==> src/hdl/prc_pkg.sv <==
// Shared constants, types and the arctangent table of the point rotation block.
package prc_pkg;

   localparam int COORD_WIDTH_DEF   = 32;
   localparam int ANGLE_WIDTH_DEF   = 16;
   localparam int CORDIC_STAGES_DEF = 16;

   // Rotator datapath width; the guard shift is GUARD_BASE - COORD_WIDTH,
   // which leaves three bits of headroom above the shifted difference.
   localparam int DATA_WIDTH      = 64;
   localparam int GUARD_BASE      = 60;
   localparam int TURN_WIDTH      = 32;
   localparam int ANGLE_ACC_WIDTH = 34;
   localparam int GAIN_SHIFT      = 30;
   localparam logic [GAIN_SHIFT-1:0] GAIN_Q30 = 30'd652032874;

   localparam int PREP_STAGES  = 2;
   localparam int SCALE_STAGES = 4;

   typedef enum logic [1:0] {
      CSR_CENTER_X   = 2'd0,
      CSR_CENTER_Y   = 2'd1,
      CSR_TURN_ANGLE = 2'd2
   } csr_index_type;

   typedef struct packed {
      logic valid;
      logic last;
   } tag_type;

   // atan(2^-i) as a fraction of a full turn, scaled by 2^32.
   localparam logic [TURN_WIDTH-1:0] ATAN_TURN [32] = '{
      32'd536870912, 32'd316933406, 32'd167458907, 32'd85004756,
      32'd42667331,  32'd21354465,  32'd10679838,  32'd5340245,
      32'd2670163,   32'd1335087,   32'd667544,    32'd333772,
      32'd166886,    32'd83443,     32'd41722,     32'd20861,
      32'd10430,     32'd5215,      32'd2608,      32'd1304,
      32'd652,       32'd326,       32'd163,       32'd81,
      32'd41,        32'd20,        32'd10,        32'd5,
      32'd3,         32'd1,         32'd1,         32'd0
   };

endpackage

==> src/hdl/prc_prep.sv <==
// Front end: offset from the center, quadrant fold and guard shift.
module prc_prep #(
   parameter int COORD_WIDTH = prc_pkg::COORD_WIDTH_DEF,
   parameter int ANGLE_WIDTH = prc_pkg::ANGLE_WIDTH_DEF
) (
   input  logic                                        clock,
   input  logic                                        reset,
   input  logic [prc_pkg::PREP_STAGES-1:0]             advance,
   input  prc_pkg::tag_type                            in_tag,
   input  logic signed [COORD_WIDTH-1:0]               point_x,
   input  logic signed [COORD_WIDTH-1:0]               point_y,
   input  logic signed [COORD_WIDTH-1:0]               center_x,
   input  logic signed [COORD_WIDTH-1:0]               center_y,
   input  logic [ANGLE_WIDTH-1:0]                      angle,
   output logic [prc_pkg::PREP_STAGES-1:0]             stage_valid,
   output prc_pkg::tag_type                            out_tag,
   output logic signed [prc_pkg::DATA_WIDTH-1:0]       out_x,
   output logic signed [prc_pkg::DATA_WIDTH-1:0]       out_y,
   output logic signed [prc_pkg::ANGLE_ACC_WIDTH-1:0]  out_z
);

   localparam int DW    = prc_pkg::DATA_WIDTH;
   localparam int ZW    = prc_pkg::ANGLE_ACC_WIDTH;
   localparam int TW    = prc_pkg::TURN_WIDTH;
   localparam int GUARD = prc_pkg::GUARD_BASE - COORD_WIDTH;
   localparam int EXT   = DW - COORD_WIDTH - 1 - GUARD;

   prc_pkg::tag_type            tag1_ff, tag2_ff;
   logic [COORD_WIDTH:0]        dx_in, dy_in, dx_ff, dy_ff;
   logic [TW-1:0]               turn;
   logic                        fold;
   logic signed [DW-1:0]        xs, ys, x_in, y_in, x_ff, y_ff;
   logic signed [ZW-1:0]        z_in, z_ff;

   assign dx_in = {point_x[COORD_WIDTH-1], point_x} - {center_x[COORD_WIDTH-1], center_x};
   assign dy_in = {point_y[COORD_WIDTH-1], point_y} - {center_y[COORD_WIDTH-1], center_y};

   // Angles in the left half plane are turned by a half turn first, which
   // keeps the residual angle inside the converging range of the rotator.
   always_comb begin
      turn = {angle, {(TW-ANGLE_WIDTH){1'b0}}};
      fold = turn[TW-1] ^ turn[TW-2];
      xs   = {{EXT{dx_ff[COORD_WIDTH]}}, dx_ff, {GUARD{1'b0}}};
      ys   = {{EXT{dy_ff[COORD_WIDTH]}}, dy_ff, {GUARD{1'b0}}};
      x_in = fold ? -xs : xs;
      y_in = fold ? -ys : ys;
      z_in = {{(ZW-TW+1){turn[TW-1] ^ fold}}, turn[TW-2:0]};
   end

   always_ff @(posedge clock) begin
      if (reset) begin
         tag1_ff.valid <= 1'b0;
         tag2_ff.valid <= 1'b0;
      end else begin
         if (advance[0]) tag1_ff.valid <= in_tag.valid;
         if (advance[1]) tag2_ff.valid <= tag1_ff.valid;
      end
      if (advance[0]) begin
         tag1_ff.last <= in_tag.last;
         dx_ff        <= dx_in;
         dy_ff        <= dy_in;
      end
      if (advance[1]) begin
         tag2_ff.last <= tag1_ff.last;
         x_ff         <= x_in;
         y_ff         <= y_in;
         z_ff         <= z_in;
      end
   end

   assign stage_valid = {tag2_ff.valid, tag1_ff.valid};
   assign out_tag     = tag2_ff;
   assign out_x       = x_ff;
   assign out_y       = y_ff;
   assign out_z       = z_ff;

endmodule

==> config.mk <==
export PLATFORM = sky130hd
export DESIGN_NAME = prc_prep
export DESIGN_NICKNAME = d
export VERILOG_FILES = /design/src/hdl/prc_pkg.sv /design/src/hdl/prc_prep.sv
export SDC_FILE = /design/constraint.sdc
export NUM_CORES = 1
export LEC_CHECK = 0
export BUFFER_PORTS_ARGS = -buffer_cell sky130_fd_sc_hd__buf_2
export CAP_MARGIN = 10
export CORE_UTILIZATION = 40
export CTS_BUF_LIST = sky130_fd_sc_hd__clkbuf_16
export DETAILED_ROUTE_END_ITERATION = 12
export PLACE_DENSITY = 0.73
export SLEW_MARGIN = 40
export SYNTH_ARGS = -nofsm -noshare
export SYNTH_HDL_FRONTEND = slang
export SYNTH_SLANG_ARGS = --single-unit
==> constraint.sdc <==
create_clock -name clock -period 3.24 [get_ports clock]
set_input_delay 0.324 -clock clock [delete_from_list [all_inputs] [get_ports clock]]
set_output_delay 0.324 -clock clock [all_outputs]
set_load 0.05 [all_outputs]
# --- Yosys cells after proc, flatten, opt, wreduce, memory -nomap -nowiden ---
# Cells that the tools add are included.
totals:
  regBits: 214
  inputBits: 150
  elab_cells: 19
op_classes:
  n_addsub: 4
  n_mux: 2
  bitwise: 2
ops:
  columns: ["operator", "n"]
  rows:
  - ["2-to-1 mux 64 bit", 2]
  - ["negation 61 -> 64 bit", 2]
  - ["subtractor 32 x 32 -> 33 bit", 2]
  - ["bitwise XOR 1 bit", 2]

# --- Logic depth before layout (Yosys ltp) ---
# Gate-level depths: netlist of run 1.
depth:
  word_depth: 2
  mapped_depth: 11
  mapped_depth_nobuf: 11

# --- Worst setup path before layout of run 1 ---
# OpenSTA, ideal clock, no wires.
synth_timing:
  kind: "input port to flip-flop"
  start: "input port point_y[0]"
  end: "register dy_ff[32], data pin"
  arrival_time_ps: 2489
  slack_ps: 494
  cell_stages: 11
  cell_sequence: "inv_1 > ha_1 > fa_1 > nand2b_1 > a21oi_1 > nor3b_1 > o31ai_1 > a2bb2oi_1 > a31o_2 > nand4_1 > a22o_1"
synth_between:
  elab_chain_len: 1
synth_rtl:
  columns: ["element", "line_no", "text"]
  rows:
  - ["from (decl)", "prc_prep.sv:11", "input logic signed [COORD_WIDTH-1:0] point_y,"]
  - ["subtractor 32 x 32 -> 33 bit", "prc_prep.sv:36", "assign dy_in = {point_y[COORD_WIDTH-1], point_y} - {center_y[COORD_WIDTH-1], center_y};"]
  - ["via dy_in[32]", "prc_prep.sv:29", "logic [COORD_WIDTH:0] dx_in, dy_in, dx_ff, dy_ff;"]
  - ["to (signal assigned)", "prc_prep.sv:61", "dy_ff <= dy_in;"]
  - ["to (decl)", "prc_prep.sv:29", null]
# The timed path passes the listed nets, and every way through them passes these cells.
# A chain may end at the register's enable or synchronous reset.

# --- Worst setup path after layout of run 1 ---
layout_timing:
  start: "register dy_ff[10]"
  end: "register y_ff[62] (netlist: out_y[62]), data pin"
layout_between:
  elab_chain_len: 2
layout_rtl:
  columns: ["element", "line_no", "text"]
  rows:
  - ["negation 61 -> 64 bit", "prc_prep.sv:46", "y_in = fold ? -ys : ys;"]
  - ["2-to-1 mux 64 bit", "prc_prep.sv:46", null]
  - ["via y_in[62]", "prc_prep.sv:32", "logic signed [DW-1:0] xs, ys, x_in, y_in, x_ff, y_ff;"]
  - ["to (signal assigned)", "prc_prep.sv:66", "y_ff <= y_in;"]
  - ["to (decl)", "prc_prep.sv:32", null]
# The timed path passes the listed nets, and every way through them passes these cells.

==> results of run 1 <==
==> placed cells by master, fill, tap and decap left out, types with 15 or more instances in the layout <==
cell type and count:
a21o_1 32, a21oi_1 79, a31oi_1 15, buf_2 242, clkbuf_16 17, conb_1 72, edfxtp_1 156, ha_1 66
inv_1 94, nand2_1 52, nor2_1 59, o21ai_0 46, o31ai_1 15, xnor2_1 67, xor2_1 51
==> through the flow <==
stage               power [µW]  std cells  hold WS [ns]
floorplan                 4580       1069         0.396
global placement          5050       1548         0.411
detailed placement        5090       1549         0.410
CTS                       6980       1581        0.0520
global route              7260       1581        0.0542
finish                    6930       1581        0.0742
==> power by group <==
part	internal, µW	total, µW	switching, µW
combinational	664	2170	1500
clock	1070	1880	819
sequential	2680	2880	197
==> metal layers <==
metal	GRT usage [%]	vias to the layer above
li1	-	3905
met1	23.1	3628
met2	27.5	250
met3	2.95	22
met4	5.27	0
met5	0	-
==> final timing paths <==
kind                    from    endpoint  slack (ns)  depth (start not counted)
setup reg to reg   dy_ff[10]   out_y[62]        0.52                          8
setup / recovery   dy_ff[10]   out_y[62]        0.52                          8
hold / removal         reset  out_tag[1]        0.07                          2
hold reg to reg   tag1_ff[0]  out_tag[0]        0.43                          0
==> critical path: cells and delay by family (launching register included) <==
| kind | cells | cell delay, ns |
|---|---|---|
| compound gates | 1 | 0.16 |
| flops | 1 | 0.43 |
| mux | 1 | 0.28 |
| simple gates | 6 | 1.61 |
==> kinds of logic after synthesis <==
| logic type | share of synthesized area, % |
|---|---|
| buffers and inverters | 9.76 |
| and+or+nand+nor | 10.1 |
| muxes | 0.508 |
| AOI/OAI and AO/OA | 15.4 |
| adders and majority gates | 8.36 |
| other | 0.0362 |
| xor gates and xnor gates | 10.2 |
| DFF | 45.6 |
==> cell type report <==
| class | instances | area, µm² |
|---|---|---|
| Fill cell | 2346 | 13000 |
| Multi-Input combinational cell | 718 | 4900 |
| Sequential cell | 158 | 4720 |
| Timing Repair Buffer | 251 | 1300 |
| Clock buffer | 17 | 425 |
| Tap cell | 330 | 413 |
| Inverter | 92 | 345 |
| Clock inverter | 15 | 139 |
==> flip-flops by register name, indices dropped and copies added, names as in the netlist <==
signal,count
tag1_ff,1
dy_ff,33
out_tag,2
stage_valid,1
dx_ff,33
out_x,36
out_y,36
out_z,16
==> cells in the mapped netlist, types with 6 or more instances <==
| cell type | n | area [µm²] |
|---|---|---|
| edfxtp_1 | 156 | 4680 |
| inv_1 | 92 | 345 |
| a21oi_1 | 79 | 395 |
| buf_4 | 76 | 571 |
| xnor2_1 | 68 | 596 |
| ha_1 | 66 | 826 |
| nor2_1 | 59 | 221 |
| nand2_1 | 52 | 195 |
| xor2_1 | 52 | 455 |
| o21ai_0 | 46 | 230 |
| a21o_1 | 32 | 240 |
| clkbuf_1 | 24 | 90.1 |
| a31oi_1 | 15 | 93.8 |
| o31ai_1 | 15 | 113 |
| nand3_1 | 12 | 60.1 |
| nor3_1 | 12 | 60.1 |
| nor2b_1 | 11 | 68.8 |
| o21bai_1 | 11 | 82.6 |
| nand2b_1 | 10 | 62.6 |
| nand4_1 | 9 | 56.3 |
| a211oi_1 | 6 | 45.0 |
| o21a_1 | 6 | 45.0 |
==> metrics, run 1 <==
status=complete, no violations; post-synthesis sequential area ratio=45.6%; startpoint types=flip-flop; crit-path max cell delay=around 0.43 ns; Final ANT Viol Nets=0; CTS tree=done; crit path max-delay cell type=edfxtp_1; clock tree buffer depth=2; Top Layer Used=met4; flops & latches, synth=158; Worst Tran Pin Value=roughly 0.56 ns; vias in the first global route=7,205; worst slack, placed=approximately 0.15 ns; mean post-synth cell area=around 10 µm²; MaxCap Viol Count=0; Setup Skew=between 0.01 and 0.015 ns; final period utilization=between 80% and 90%; kind of critical path=flip-flop to flip-flop; Hold/Removal Path Class=input port to flip-flop; Hold Vio Cnt, Final=0; synth warn=0; post-DR wirelength/cell=14.2 µm; hold_buf cts=0; hpwl dp=roughly 18,000 µm; PwrDens=566 mW/mm²; Max rail drop VDD=roughly 0.33 mV; FMAX=around 370 MHz; Leak Pwr=between 0.005 and 0.006 µW; core area=0.0253 mm²; root buf cell=clkbuf_16; metal2 WL=about 11,000 µm; Chip Height=163 µm; largest net degree at the start of global routing=50; first-pass GRT wire length=35,400 µm; Worst Path Required=between 3 and 4 ns; fin worst setup slack=about 0.52 ns; # diodes=0; Metal-1 WL=around 10,000 µm; initial antenna violation count=0; gr ovfl total=0; I/O Buffers=243; Iter 0 DRT Violations=518; RSZ-0062 raised after global routing=false; CTS H-tree depth=4; setup TNS=0 ns; nets@finish=1,456; die span in x=163 µm; count of final max-slew check failures=0; Max Fanout on Critical Path=5; clock-pin slew on the worst setup and hold paths=~0.060 ns; CTS Buf Count=17; Arr. time, crit path=~2.9 ns; clk_lat worst skew=0.42 ns; design area=around 0.012 mm²; first-pass detailed-route iteration total=5; Synth Flop Type=edfxtp_1; clk sinks=158; RD Place Congestion=0.902; Routed WL=22,500 µm; DRC violations left=0; Post-DP Area=between 0.01 and 0.015 mm²; mean number of vias per cell=a little under 5; synth unique cells=68; Row Count=58; Die ar.=between 0.02 and 0.03 mm²; P&R area growth vs syn=18.3%; final core utilization=roughly half; Syn Std Cell Area=~0.010 mm²; Final setup viols=0; I/O pin count=between 300 and 400; Syn Inst Count=~1,000; Post-CTS Setup Inserts=0; crit path capture type=flip-flop; fin crit period=2.72 ns; critical-path cell list=nor3_1 -> nand2b_1 -> nor4_1 -> nand3_1 -> or2_1 -> nor4_4 -> a21oi_1 -> mux2_2; PostCTS Resize Cnt=0; WL met3=~1200 µm; max_slew headroom=61.9%; asr flop ratio synth=0%; starting density of the core=a little over 40%; share of layout cells above drive strength 1=24.2%; Vias=just under 8,000; Post-synth EDFFs=around 160; Total GRT Usage=17.0%
No activity file was read; power rests on OpenSTA's default activity.
==> inputs of run 2 (changes only) <==
- PLACE_DENSITY: 0.73 -> 0.75
- clock period: 3.24 -> 2.2 ns (I/O delays scaled with it)
==> run 2 against run 1 <==
Critical endpoint is now out_x[62]. Fmax grew 6.3%. Critical path type unchanged. Largest cell class unchanged. Global-route usage grew 1.7 points. Worst hold slack lost 0.024 ns. Design area grew 19%. Final cell count grew 13%. The run now ends with setup timing left.
==> metrics, run 2 (same netlist as run 1, synthesis figures left out) <==
crit path capture type=flip-flop (unchanged); Worst path most repeated cell=or3_4; Final setup viols=29 (was 0); Max Fanout on Critical Path=3 (was 5); Worst Path Required=2.36 ns (was 3.41 ns); I/O pin count=316 (unchanged); critical-path cell list=or4_4 -> or3_4 -> or3_4 -> nor4_4 -> a21oi_2 -> mux2_2 (was nor3_1 -> nand2b_1 -> nor4_1 -> nand3_1 -> or2_1 -> nor4_4 -> a21oi_1 -> mux2_2); Register Area=0.00472 mm² (unchanged); Arr. time, crit path=2.72 ns (was 2.89 ns); Chip Height=163 µm (unchanged); failing checks=setup timing; CTS Buf Count=17 (unchanged); MaxCap Viol Count=0 (unchanged); clock tree buffer depth=2 (unchanged); Hold Vio Cnt, Final=0 (unchanged); nets@finish=1,660 (was 1,456); die span in x=163 µm (unchanged); I/O Buffers=243 (unchanged); kind of critical path=flip-flop to flip-flop (unchanged); startpoint types=flip-flop (unchanged); Routed WL=25,100 µm (was 22,500 µm); FILL cells=2,124 (was 2,346); Hold/Removal Path Class=input port to flip-flop (unchanged); Die ar.=0.0265 mm² (unchanged); count of final max-slew check failures=0 (unchanged); share of layout cells above drive strength 1=39.8% (was 24.2%); total power=11,200 µW (was 6930 µW); P&R area growth vs syn=41.3% (was 18.3%); worst slack, placed=-0.630 ns (was 0.145 ns); RSZ-0062 raised after global routing=true (was false); post-DR wirelength/cell=14.0 µm (was 14.2 µm); clk_lat worst skew=0.42 ns (about the same); Worst Path Buf+Inv=0 (unchanged); mean number of vias per cell=4.81 (was 4.94); CTS H-tree depth=4 (unchanged); starting density of the core=41.0% (unchanged); fin crit period=2.56 ns (was 2.72 ns); first-pass GRT wire length=39,000 µm (was 35,400 µm); crit path max-delay cell type=or4_4 (was edfxtp_1); area of the multi-input gates=0.00559 mm² (was 0.00490 mm²); commonest non-fill, non-tap cell in the layout=buf_2 (unchanged); Leak Pwr=0.00662 µW (was 0.00548 µW); vias in the first global route=8,141 (was 7,205); hpwl dp=19,500 µm (was 17,900 µm); Worst R2R Start=dx_ff[8] (was dy_ff[10]); Vias=8,582 (was 7,805); core area=0.0253 mm² (unchanged); Iter 0 DRT Violations=475 (was 518); RD Place Congestion=0.911 (was 0.902); gr ovfl total=0 (unchanged); Worst Tran Pin Value=0.572 ns (was 0.565 ns); fin worst setup slack=-0.360 ns (was 0.519 ns); final period utilization=116% (was 84.0%); setup TNS=-5.87 ns (was 0 ns); DRC violations left=0 (unchanged); Hold Crit Start=in_tag[1] (was reset); PwrDens=764 mW/mm² (was 566 mW/mm²); most frequent cells in the layout=buf_2, buf_4, edfxtp_1 (was buf_2, edfxtp_1, inv_1); root buf cell=clkbuf_16 (unchanged); Worst Setup SP=dx_ff[8] (was dy_ff[10]); Final ANT Viol Nets=0 (unchanged); first-pass detailed-route iteration total=4 (was 5); Setup Skew=0.00785 ns (was 0.0121 ns); status=finished, violations left (was complete, no violations); Total GRT Usage=18.7% (was 17.0%); clock-pin slew on the worst setup and hold paths=0.06 ns (about the same); FMAX=391 MHz (was 368 MHz); clk sinks=158 (unchanged); initial antenna violation count=1 (was 0); Row Count=58 (unchanged); max_slew headroom=61.8% (was 61.9%); crit-path max cell delay=0.53 ns (was 0.43 ns); largest delay contributor family on the critical path=simple AND/OR/NAND/NOR gates (unchanged); Max rail drop VDD=0.511 mV (was 0.332 mV); largest net degree at the start of global routing=69 (was 50); CTS tree=done (unchanged)
## run 2: repair_timing
action                                  in CTS  in global routing
hold buffers                                16                  0
pin swaps                                   17                 42
resized for setup                           43                 47
endpoints found under the setup margin      46                 49
buffers inserted                             8                  3
hold endpoints to repair                    17                  0
## run 2: cell type report
type / count / area share [%]
multi-input cells: 718 / 38.2
flip-flops and latches: 158 / 32.3
repair buffers: 455 / 20.0
clock buffers: 17 / 2.91
well taps: 330 / 2.82
inverters: 92 / 2.62
clock inverters: 15 / 1.18
diodes: 1 / 0.0171
## run 2: report_power, final
group / internal [µW] / switching, µW
Combinational: 1500 / 2500
Sequential: 3950 / 271
Clock: 1780 / 1170
## run 2: per-layer routing
metal / part of all wire (%) / vias to the layer above / global-route usage [%]
met5: 0 / - / 0
met4: 2.5 / 0 / 8.28
met3: 3.9 / 36 / 2.29
met2: 48 / 254 / 31.1
met1: 45 / 3971 / 24.3
li1: - / 4321 / -
## run 2: tightest hold or removal path, cell delays in order
cell and delay, ns:
buf_2 0.08, mux2i_1 0.06, nor2_1 0.08
## run 2: stage by stage
stage	cells	util (%)	area, µm²	hold slack, ns
finish	1786	57.9	14600	0.0503
global route	1786	57.9	14600	0.0579
CTS	1784	57.0	14400	0.0282
detailed placement	1728	52.8	13300	0.399
global placement	1728	52.8	13300	0.396
floorplan	1069	-	11000	0.292
## run 2: worst paths after layout
path | endpoint | slack (ns) | cells past startpoint
setup / recovery | out_x[62] | -0.36 | 6
hold / removal | stage_valid[0] | 0.05 | 3
setup reg to reg | out_x[62] | -0.36 | 6
hold reg to reg | out_tag[0] | 0.42 | 0
