$ cat src/hdl/prc_pkg.sv
// Shared constants, types and the arctangent table of the point rotation block.
package prc_pkg;

   localparam int COORD_WIDTH_DEF   = 32;
   localparam int ANGLE_WIDTH_DEF   = 16;
   localparam int CORDIC_STAGES_DEF = 16;

   // Rotator datapath width; the guard shift is GUARD_BASE - COORD_WIDTH,
   // which leaves three bits of headroom above the shifted difference.
   localparam int DATA_WIDTH      = 64;
   localparam int GUARD_BASE      = 60;
   localparam int TURN_WIDTH      = 32;
   localparam int ANGLE_ACC_WIDTH = 34;
   localparam int GAIN_SHIFT      = 30;
   localparam logic [GAIN_SHIFT-1:0] GAIN_Q30 = 30'd652032874;

   localparam int PREP_STAGES  = 2;
   localparam int SCALE_STAGES = 4;

   typedef enum logic [1:0] {
      CSR_CENTER_X   = 2'd0,
      CSR_CENTER_Y   = 2'd1,
      CSR_TURN_ANGLE = 2'd2
   } csr_index_type;

   typedef struct packed {
      logic valid;
      logic last;
   } tag_type;

   // atan(2^-i) as a fraction of a full turn, scaled by 2^32.
   localparam logic [TURN_WIDTH-1:0] ATAN_TURN [32] = '{
      32'd536870912, 32'd316933406, 32'd167458907, 32'd85004756,
      32'd42667331,  32'd21354465,  32'd10679838,  32'd5340245,
      32'd2670163,   32'd1335087,   32'd667544,    32'd333772,
      32'd166886,    32'd83443,     32'd41722,     32'd20861,
      32'd10430,     32'd5215,      32'd2608,      32'd1304,
      32'd652,       32'd326,       32'd163,       32'd81,
      32'd41,        32'd20,        32'd10,        32'd5,
      32'd3,         32'd1,         32'd1,         32'd0
   };

endpackage

$ cat src/hdl/prc_cordic_stage.sv
// One registered micro-rotation of the CORDIC rotator.
module prc_cordic_stage #(
   parameter int SHIFT = 0
) (
   input  logic                                        clock,
   input  logic                                        reset,
   input  logic                                        advance,
   input  prc_pkg::tag_type                            in_tag,
   input  logic signed [prc_pkg::DATA_WIDTH-1:0]       in_x,
   input  logic signed [prc_pkg::DATA_WIDTH-1:0]       in_y,
   input  logic signed [prc_pkg::ANGLE_ACC_WIDTH-1:0]  in_z,
   output prc_pkg::tag_type                            out_tag,
   output logic signed [prc_pkg::DATA_WIDTH-1:0]       out_x,
   output logic signed [prc_pkg::DATA_WIDTH-1:0]       out_y,
   output logic signed [prc_pkg::ANGLE_ACC_WIDTH-1:0]  out_z
);

   localparam int DW = prc_pkg::DATA_WIDTH;
   localparam int ZW = prc_pkg::ANGLE_ACC_WIDTH;
   localparam logic signed [ZW-1:0] STEP =
      {{(ZW-prc_pkg::TURN_WIDTH){1'b0}}, prc_pkg::ATAN_TURN[SHIFT]};

   prc_pkg::tag_type      tag_ff;
   logic signed [DW-1:0]  x_in, y_in, x_ff, y_ff;
   logic signed [ZW-1:0]  z_in, z_ff;

   always_comb begin
      if (!in_z[ZW-1]) begin
         x_in = in_x - (in_y >>> SHIFT);
         y_in = in_y + (in_x >>> SHIFT);
         z_in = in_z - STEP;
      end else begin
         x_in = in_x + (in_y >>> SHIFT);
         y_in = in_y - (in_x >>> SHIFT);
         z_in = in_z + STEP;
      end
   end

   always_ff @(posedge clock) begin
      if (reset) begin
         tag_ff.valid <= 1'b0;
      end else if (advance) begin
         tag_ff.valid <= in_tag.valid;
      end
      if (advance) begin
         tag_ff.last <= in_tag.last;
         x_ff        <= x_in;
         y_ff        <= y_in;
         z_ff        <= z_in;
      end
   end

   assign out_tag = tag_ff;
   assign out_x   = x_ff;
   assign out_y   = y_ff;
   assign out_z   = z_ff;

endmodule

$ cat config.mk
export PLATFORM = sky130hd
export DESIGN_NAME = prc_cordic_stage
export DESIGN_NICKNAME = d
export VERILOG_FILES = /design/src/hdl/prc_pkg.sv /design/src/hdl/prc_cordic_stage.sv
export SDC_FILE = /design/constraint.sdc
export NUM_CORES = 1
export LEC_CHECK = 0
export BUFFER_PORTS_ARGS = -buffer_cell sky130_fd_sc_hd__buf_4
export CAP_MARGIN = 20
export CORE_UTILIZATION = 45
export CTS_BUF_LIST = sky130_fd_sc_hd__clkbuf_4 sky130_fd_sc_hd__clkbuf_8 sky130_fd_sc_hd__clkbuf_16
export CTS_CLUSTER_DIAMETER = 100
export CTS_CLUSTER_SIZE = 16
export DETAILED_ROUTE_END_ITERATION = 7
export PLACE_DENSITY = 0.75
export REMOVE_ABC_BUFFERS = 1
export SLEW_MARGIN = 20
export SYNTH_ARGS = -nofsm -noshare
export SYNTH_HDL_FRONTEND = slang
export SYNTH_SLANG_ARGS = --single-unit
$ cat constraint.sdc
create_clock -name clock -period 6.6 [get_ports clock]
set_input_delay 0.66 -clock clock [delete_from_list [all_inputs] [get_ports clock]]
set_output_delay 0.66 -clock clock [all_outputs]
set_load 0.1 [all_outputs]
# After elaboration in Yosys (flattened, before gate mapping)
# Cells that the tools add are included.
# op_classes
n_mux	3
n_addsub	5
# op_table
operator	n
$mux W64	2
$sub A64 B64 Y64	2
$add A64 B64 Y64	1
$add A34 B31 Y34 const B	1
$mux W34	1
$sub A34 B31 Y34 const B	1
# totals
input_bits	167
ff_bits	164
output_inout_bits	164
word_cells	13

# Longest topological paths before layout
# Gate-level depths: netlist of run 1.
# logic_depth
ltp_word	2
depth_mapped	14
mapped_depth_nobuf	13

# Least setup slack after synthesis of run 1
# No wires, ideal clock.
# synth_timing
kind	input -> register
startpoint	in in_x[0] (netlist name)
endpoint	reg y_ff[60] (netlist: out_y[60]), data pin
t_arrival_ps	3095
path_buffers	0
path_slack_ps	3238
stages	12
required_ps	6333
setup_time_ps	267
path_cell_list	ha_1 > fa_1 > nor3b_2 > nor3_2 > o221a_2 > o41ai_4 > a211o_2 > o211ai_2 > o21ai_1 > a311oi_1 > o22ai_1 > xnor2_1
# synth_between
elab_chain_len	2
word_cells_on_any_way	3
classes_between	add/sub: 2; mux: 1
# synth_lines
element	line	rtl
start: declaration	prc_cordic_stage.sv:9	input logic signed [prc_pkg::DATA_WIDTH-1:0] in_x,
$add A64 B64 Y64 / $sub A64 B64 Y64 (equally long branches)	prc_cordic_stage.sv:30, prc_cordic_stage.sv:34	
$mux W64 (*)	prc_cordic_stage.sv:28	if (!in_z[ZW-1]) begin
named net y_in[60]	prc_cordic_stage.sv:24	logic signed [DW-1:0] x_in, y_in, x_ff, y_ff;
end signal: assignment	prc_cordic_stage.sv:48	y_ff <= y_in;
end: declaration	prc_cordic_stage.sv:24	
# The timed path passes the listed nets; every way through them passes the cells marked *.
# A chain may end at the register's enable or synchronous reset.

# Final worst setup path of run 1
# layout_timing
startpoint	in in_x[9] (netlist name)
endpoint	reg y_ff[60] (netlist: out_y[60]), data pin
# Same word-level chain as after synthesis.

==> run summary, run 1 <==
LEAKAGE - 0.00897 uW
Port bufs - 330
Synth cell types - 89
Largest net degree at the start of global routing - 101
Chip Height - 199 um
Status - finished clean
Slew Viols, Final - 0
CTS Hold Bufs - 0
First-pass GRT wire length - 102000 um
Worst slew pin tran - 1050 ps
IO Pins - 331
Setup TNS - 0 ps
FF+latch count, synth - 163
Most frequent cell after synthesis - a21oi_1
Layout cells sized above 1 - 0.178
Slew margin rel. - 0.300
Max IR drop VDD - 191 uV
Std-Cell Rows - 71
Fin crit share - 0.669
Post_cts resized - 0
Core area - 0.0380 mm^2
Combinational power share - 0.544
Fin worst setup slack - 2190 ps
DP Wirelength - 55900 um
CTS max path bufs - 2
Main synth FF type - edfxtp_1
Placed cell area - 0.0203 mm^2
H-tree depth - 4
Overall Global Routing Usage - 0.341
Cell count after synthesis - 2114
Die Area - 0.0398 mm^2
Crit path DAT - 4610 ps
Placed Instances - 2868
Max cap viols - 0
Max Clk Rate - 227 MHz
Final setup viols - 0
CP max FO - 19
Reg-to-reg slack, setup - 5990 ps
Synth-to-Final Area Change - 18.8%
CTS buffer count - 17
WP data required - 6790 ps
Final Cell Area - 0.0209 mm^2
DR vias/cell - 6.13
EDFF count, synth - 162
Initial antenna violation count - 2
Vias - 17800
Finished Layout Cells - 2900
Pre-CTS setup slack - 1890 ps
Root Buffer - clkbuf_16
Power Dens Cells - 257 mW/mm^2
Min-delay worst type - input port to flop
DRC viols - 0
Post-route ant nets - 0
Worst-skew pair later-pin latency - 450 ps
WS Path Type - input port to flop
Vias in the first global route - 16600
Share of power burned in registers - 0.266
Worst setup SP type - input port
Synth area leader - edfxtp_1
Number of post-CTS setup repair buffers - 0
Most instantiated cells after synthesis - a21oi_1 (281), ha_1 (208), inv_1 (193), edfxtp_1 (162), nor2_1 (160)
RD Place Congestion - 1.00
Die width - 199 um
Clk slew on worst S/H paths - 70 ps
DRT Pass-1 Iters - 6
Switch share - 0.515
Wirelength, routed - 69400 um
Mapped Area - 0.0176 mm^2
Post-synthesis sequential area ratio - 0.278
Mean Syn Cell Area - 8.30 um^2
RSZ-0062 raised after global routing - false
Period minus WS final - 4410 ps
Clock share of power - 0.190
Post-synth ARST share - 0
Setup crit end kind - flop
PnR Total Power - 5360 uW
Synth Warn # - 0
# nets final - 2754
Area contributors post-synth - edfxtp_1 (28%), ha_1 (15%), a21oi_1 (8.0%)
Antenna diodes - 0
Int Power - 2600 uW
Clock Skew - 0 ps
Initial DRC count - 1991
Per-cell routed wire length - 23.9 um
CTS sink cnt - 163
Hold Vio Cnt, Final - 0
P_sw - 2770 uW
CTS tree - done
Top-area cell type share of the netlist area - 0.277
Grt ovf - 0
# fillers - 3591
Initial Util - 0.462
[area by class of cell]
class,instances,area (um^2),area share
multi-input cells,1655,11500,0.550
flip-flops and latches,163,4880,0.234
repair buffers,335,2520,0.121
inverters,204,767,0.0368
well taps,511,639,0.0307
clock buffers,17,425,0.0204
clock inverters,15,146,0.00702
[per-layer routing]
layer  GRT usage  share of wire
met1       0.475           0.45
met2       0.539           0.45
met3      0.0535          0.084
met4       0.101          0.025
met5           0        0.00042
[layout by cell type, fill, tap and decap left out, drive strengths merged, types with 6 or more instances in the layout]
cell / n
buf: 335
a21oi: 287
ha: 208
inv: 206
edfxtp: 162
nor2: 160
o21ai: 160
nand2: 138
xnor2: 123
nor3: 57
o21bai: 46
mux2i: 41
nand4: 40
nand3: 38
o31ai: 37
a21o: 34
a211oi: 26
nor4: 23
a31oi: 21
o211ai: 21
o21a: 20
nor2b: 20
clkbuf: 17
or3: 12
nand2b: 11
a21boi: 11
or2: 9
o31a: 9
a211o: 8
clkinv: 8
and2: 7
o22ai: 7
and4: 7
o221ai: 6
[worst max-delay path, stage by stage]
cell,delay (ps)
buf_4,90
inv_1,40
ha_1,710
inv_1,180
a21oi_1,310
o31a_2,200
o41ai_4,140
a211o_2,440
o211ai_2,320
o21ai_1,290
a311oi_1,740
o22ai_1,280
xnor2_1,190
[flip-flops by register name, summed over array words and instances (netlist names)]
register and flops:
out_tag 2, out_y 63, out_x 64, out_z 34
[final timing paths]
path / endpoint / from / depth (start not counted)
worst max register to register: out_tag[1] / out_tag[1] / 2
worst min-delay path: out_tag[1] / reset / 2
worst min register to register: out_tag[1] / out_tag[1] / 2
worst max-delay path: out_y[60] / in_x[9] / 13
[power groups by stage]
stage,logic [uW],clock network [uW],registers (uW)
final,2920,1020,1430
after global routing,3040,1060,1440
after CTS,2880,1030,1430
after detailed placement,2870,0,1450
after global placement,2870,0,1450
after floorplan,933,0,2580
[stage by stage]
| stage | utilization | hold slack [ps] |
|---|---|---|
| 2_1_floorplan | - | 732 |
| 3_3_place_gp | 0.534 | 482 |
| 3_5_place_dp | 0.534 | 530 |
| 4_1_cts | 0.549 | 340 |
| 5_1_grt | 0.549 | 358 |
| 6_report | 0.549 | 361 |
[kinds of logic after synthesis]
group,Yosys count,synth area share
AOI/OAI and AO/OA,739,0.268
and+or+nand+nor,534,0.146
buffers and inverters,296,0.0679
adders and majority gates,211,0.152
DFF,163,0.278
xor gates and xnor gates,127,0.0634
muxes,44,0.0253
Note: power is estimated with default switching activity, not from simulation.
==> run 2: changes to the inputs <==
clock period = 4.1 ns   (was 6.6 ns; I/O delays follow)
==> run 2 against run 1 <==
  * Clock-buffer cell count unchanged
  * Sequential power up 60%
  * Register-to-register slack got worse by 2500 ps
  * Core utilization increased by 3.3 points
  * Design area up 5.9%
  * Sequential share of layout area shrank 1.3 points
  * Critical endpoint is now out_y[62]
  * Largest power group unchanged
  * Highest routed layer unchanged
==> run summary, run 2 (same netlist as run 1, synthesis figures left out) <==
Crit path DAT - 4030 ps (-580 ps)
Slew margin rel. - 0.418 (+0.118)
Root Buffer - clkbuf_16
RD Place Congestion - 1.02 (+1.3%)
CTS tree - done
Clk slew on worst S/H paths - 70 ps (about the same)
Per-cell routed wire length - 23.6 um (-1.3%)
WP data required - 4300 ps (-2490 ps)
Max reg flops - 64 (unchanged)
Die Area - 0.0398 mm^2 (unchanged)
Hold Vio Cnt, Final - 0 (unchanged)
DRC viols - 0 (unchanged)
Period minus WS final - 3830 ps
Wirelength, routed - 72200 um (+4.2%)
CTS Hold Bufs - 0 (unchanged)
Final setup viols - 0 (unchanged)
RSZ-0062 raised after global routing - false
Die width - 199 um (unchanged)
H-tree depth - 4 (unchanged)
Largest net degree at the start of global routing - 123 (+22%)
Overall Global Routing Usage - 0.356 (+0.0151)
Synth-to-Final Area Change - 25.9%
Max Clk Rate - 261 MHz
Initial antenna violation count - 1 (-1)
Chip Height - 199 um (unchanged)
DR vias/cell - 6.03 (-1.7%)
Fin crit share - 0.935
Vias - 18500 (+3.8%)
DRT Pass-1 Iters - 5 (-1)
Initial DRC count - 1941 (-2.5%)
DP Wirelength - 59500 um (+6.4%)
Worst slew pin tran - 866 ps (-184 ps)
Sequential standard cell area - 0.00488 mm^2 (unchanged)
CTS max path bufs - 2 (unchanged)
Fin worst setup slack - 266 ps (-1920 ps)
LEAKAGE - 0.00976 uW (+8.9%)
Vias in the first global route - 17800 (+7.3%)
Max cap viols - 0 (unchanged)
Multi-input logic area - 0.0115 mm^2 (unchanged)
Port bufs - 330 (unchanged)
Antenna diodes - 0 (unchanged)
# fillers - 3499 (-2.6%)
Std-Cell Rows - 71 (unchanged)
CTS sink cnt - 163 (unchanged)
Setup crit end kind - flop
Slew Viols, Final - 0 (unchanged)
WS Path Type - input port to flop
Grt ovf - 0 (unchanged)
Max IR drop VDD - 317 uV (+66%)
Layout cells sized above 1 - 0.230 (+0.0519)
# nets final - 2915 (+5.8%)
Min-delay worst type - input port to flop
Power Dens Cells - 403 mW/mm^2 (+57%)
CP max FO - 4 (-15)
Number of post-CTS setup repair buffers - 0 (unchanged)
Post_cts resized - 0 (unchanged)
Core area - 0.0380 mm^2 (unchanged)
Pre-CTS setup slack - -71.9 ps (-1970 ps)
Setup TNS - 0 ps (unchanged)
Initial Util - 0.462 (unchanged)
Worst setup SP type - input port
Worst-skew pair later-pin latency - 450 ps (about the same)
IO Pins - 331 (unchanged)
Most common cell after layout, fill and taps aside - buf_4
Status - finished clean
First-pass GRT wire length - 106000 um (+4.7%)
Clock Skew - 0 ps (unchanged)
Post-route ant nets - 0 (unchanged)
Commonest non-fill, non-tap cells in the layout - buf_4 (492), a21oi_1 (281), ha_1 (208)
CTS buffer count - 17 (unchanged)
-- run 2: cell types whose count changed in the layout (fill, tap and decap cells not counted), moves of 2 or more --
cell / delta
buf_12: +3
buf_4: +158
clkinv_4: -2
clkinvlp_4: -2
inv_6: +3
-- run 2: worst max-delay path: stages --
cell and delay (ps):
buf_4 130, ha_1 220, fa_1 400, nor3b_2 190, o31a_1 300, o211a_1 290, o21ai_1 240, nand4b_1 130
buf_4 180, a21oi_1 620, o311ai_2 240, a311oi_2 350, o22ai_1 140, xnor2_1 170
-- run 2: path summary, 6_finish.rpt --
check                                start    endpoint  slack [ps]  cells after the start
worst max-delay path               in_x[0]   out_y[62]         270                     14
worst min register to register  out_tag[1]  out_tag[1]         550                      2
worst min-delay path                 reset  out_tag[1]         120                      2
worst max register to register  out_tag[1]  out_tag[1]        3480                      2
-- run 2: final cells by class --
cell class | count | share of cell area
Clock buffer | 17 | 0.0193
Tap cell | 511 | 0.0289
Inverter | 204 | 0.0347
Timing Repair Buffer | 496 | 0.170
Multi-Input combinational cell | 1655 | 0.519
Clock inverter | 15 | 0.00623
Sequential cell | 163 | 0.221
-- run 2: report_power, final --
group | switching (uW) | internal [uW] | leakage, uW
Clock | 821 | 805 | 0.000274
Combinational | 3640 | 1340 | 0.00790
Sequential | 106 | 2190 | 0.00159
-- run 2: per-layer routing --
| layer | wire length, um | part of all wire | global-route usage |
|---|---|---|---|
| met5 | 13 | 0.00018 | 0 |
| met4 | 2200 | 0.030 | 0.119 |
| met3 | 6540 | 0.091 | 0.0707 |
| met2 | 32100 | 0.44 | 0.563 |
| met1 | 31400 | 0.43 | 0.481 |
-- run 2: through the flow --
step,hold slack (ps),std cells,util,total power (uW),cell area [um^2]
CTS,92.8,3061,0.581,8850,22100
global route,104,3061,0.581,9190,22100
finish,116,3061,0.581,8900,22100
global placement,484,3029,0.566,7200,21500
detailed placement,534,3029,0.566,7220,21500
floorplan,482,2022,-,5660,17100
==> run 3: changes to the inputs <==
CORE_ASPECT_RATIO = 0.75   (was not set)
==> run 3 against run 2 <==
  * Clock power is 8% higher
  * Clock-buffer cell count stayed put
  * Wire length is 9.8% higher
  * Maximum frequency is 0.53% lower
  * Clock skew stayed put
  * Combinational power is 3% higher
  * Core utilization is 0.54 points higher
  * Critical path depth is 1 higher
  * Via count is 3.5% higher
  * Design area is 1.7% higher
  * Critical endpoint is now out_x[62]
==> run summary, run 3 (same netlist as run 1, synthesis figures left out) <==
WP data required - 4330 ps (+30 ps)
Met2 WL - 33000 um (+2.8%)
Layout cells sized above 1 - 0.245 (+0.0143)
Period minus WS final - 3850 ps (+20.3 ps)
Per-cell routed wire length - 25.5 um (+8.1%)
Die Area - 0.0398 mm^2 (about the same)
Largest net degree at the start of global routing - 86 (-30%)
Post-route ant nets - 0 (unchanged)
Vias - 19100 (+3.5%)
Hold Vio Cnt, Final - 0 (unchanged)
Die width - 230 um (+15%)
Clk slew on worst S/H paths - 80 ps (about the same)
DR vias/cell - 6.15 (+1.9%)
Slew Viols, Final - 0 (unchanged)
Worst-skew pair later-pin latency - 470 ps (+20 ps)
Setup crit end kind - flop
Max cap viols - 0 (unchanged)
Final setup viols - 0 (unchanged)
Worst R2R End - out_tag[1]
# fillers - 3526 (+0.77%)
Sequential standard cell area - 0.00488 mm^2 (unchanged)
Initial antenna violation count - 0 (-1)
Most common cell after layout, fill and taps aside - buf_4
Worst setup SP type - input port
Initial Util - 0.458 (-0.00362)
Hold Path End - out_tag[1]
Clock Skew - 0 ps (unchanged)
Core area - 0.0383 mm^2 (+0.79%)
DRT Pass-1 Iters - 8 (+3)
Max Clk Rate - 259 MHz (-0.53%)
WS Path Type - input port to flop
Wirelength, routed - 79300 um (+9.8%)
Overall Global Routing Usage - 0.392 (+0.0361)
DRC viols - 0 (unchanged)
CP max FO - 7 (+3)
Crit path DAT - 4080 ps (+50 ps)
Top sig layer - met4
Min-delay worst type - input port to flop
Port bufs - 330 (unchanged)
Power Dens Cells - 408 mW/mm^2 (+1.4%)
Vias in the first global route - 18100 (+1.8%)
Fin worst setup slack - 246 ps (-20.3 ps)
Worst Hold Path Cells - 2 (unchanged)
IO Pins - 331 (unchanged)
FF-to-FF Start - out_tag[1]
Std-Cell Rows - 62 (-13%)
CTS sink cnt - 163 (unchanged)
Post_cts resized - 0 (unchanged)
Status - finished clean
LEAKAGE - 0.0100 uW (+2.4%)
RD Place Congestion - 1.05 (+3.4%)
Grt ovf - 0 (unchanged)
Worst r2r path cells - 2 (unchanged)
Hold wc startpoint - reset
Max reg flops - 64 (unchanged)
Placed Instances - 3077 (+1.6%)
Slew margin rel. - 0.361 (-0.0564)
# nets final - 2962 (+1.6%)
Fin crit share - 0.940 (+0.00496)
Number of post-CTS setup repair buffers - 0 (unchanged)
Chip Height - 173 um (-13%)
Initial DRC count - 2833 (+46%)
Metal-1 WL - 35500 um (+13%)
CTS max path bufs - 2 (unchanged)
DP Wirelength - 66100 um (+11%)
H-tree depth - 4 (unchanged)
Antenna diodes - 0 (unchanged)
Pre-CTS setup slack - -284 ps (-212 ps)
Root Buffer - clkbuf_16
First-pass GRT wire length - 117000 um (+10%)
Met3 WL post-DR - 9000 um (+38%)
CTS buffer count - 17 (unchanged)
Max IR drop VDD - 324 uV (+2.0%)
Commonest non-fill, non-tap cells in the layout - buf_4 (541), a21oi_1 (280), ha_1 (208)
CTS Hold Bufs - 0 (unchanged)
Multi-input logic area - 0.0115 mm^2 (about the same)
Finished Layout Cells - 3109 (+1.6%)
Worst slew pin tran - 950 ps (+83.8 ps)
Synth-to-Final Area Change - 28.1%
Setup TNS - 0 ps (unchanged)
Reg-to-reg slack, setup - 3440 ps (-40 ps)
RSZ-0062 raised after global routing - false
CTS tree - done
-- run 3: final cells by class --
cell class	instances	share of cell area
Clock buffer	17	0.0189
Multi-Input combinational cell	1655	0.511
Tap cell	512	0.0285
Clock inverter	15	0.00835
Sequential cell	163	0.217
Inverter	204	0.0341
Timing Repair Buffer	543	0.182
-- run 3: worst max path at each step --
stage          slack (ps)         to      from  depth (start not counted)
6_report              250  out_x[62]  in_x[24]                         15
5_1_grt               150  out_y[62]   in_x[0]                         14
4_1_cts               200  out_y[62]   in_x[0]                         14
3_5_place_dp         -280  out_y[62]   in_x[0]                         14
3_3_place_gp         -340  out_x[62]  in_x[24]                         15
2_1_floorplan         770  out_z[32]  in_z[33]                          5
-- run 3: per-layer routing --
| metal | vias to the layer above | track usage |
|---|---|---|
| met5 | - | 0 |
| met4 | 0 | 0.0930 |
| met3 | 127 | 0.0871 |
| met2 | 1252 | 0.568 |
| met1 | 9130 | 0.585 |
| li1 | 8596 | - |
-- run 3: report_power, final --
part / leakage, uW / total (uW) / internal, uW / switching, uW
clock network: 0.000292 / 1760 / 928 / 832
logic: 0.00812 / 5110 / 1380 / 3730
registers: 0.00159 / 2310 / 2190 / 121
-- run 3: metrics by stage --
step	total power, uW	cell area [um^2]	util	hold slack, ps
final	9180	22500	0.587	89.6
after floorplan	5660	17100	-	482
after detailed placement	7330	21900	0.570	572
after global routing	9430	22500	0.587	90.6
after CTS	9090	22500	0.586	68.7
after global placement	7310	21900	0.570	564
-- run 3: worst max-delay path, stage by stage --
cell      delay, ps
buf_4            90
inv_1            40
ha_1            450
nor4_1          570
nand2_1         300
nor3_1          410
buf_4           170
o21ai_1         230
nand4b_1        200
buf_4           150
a21oi_2         120
o311ai_2        440
a311oi_2        180
o22ai_1         220
xnor2_1          90
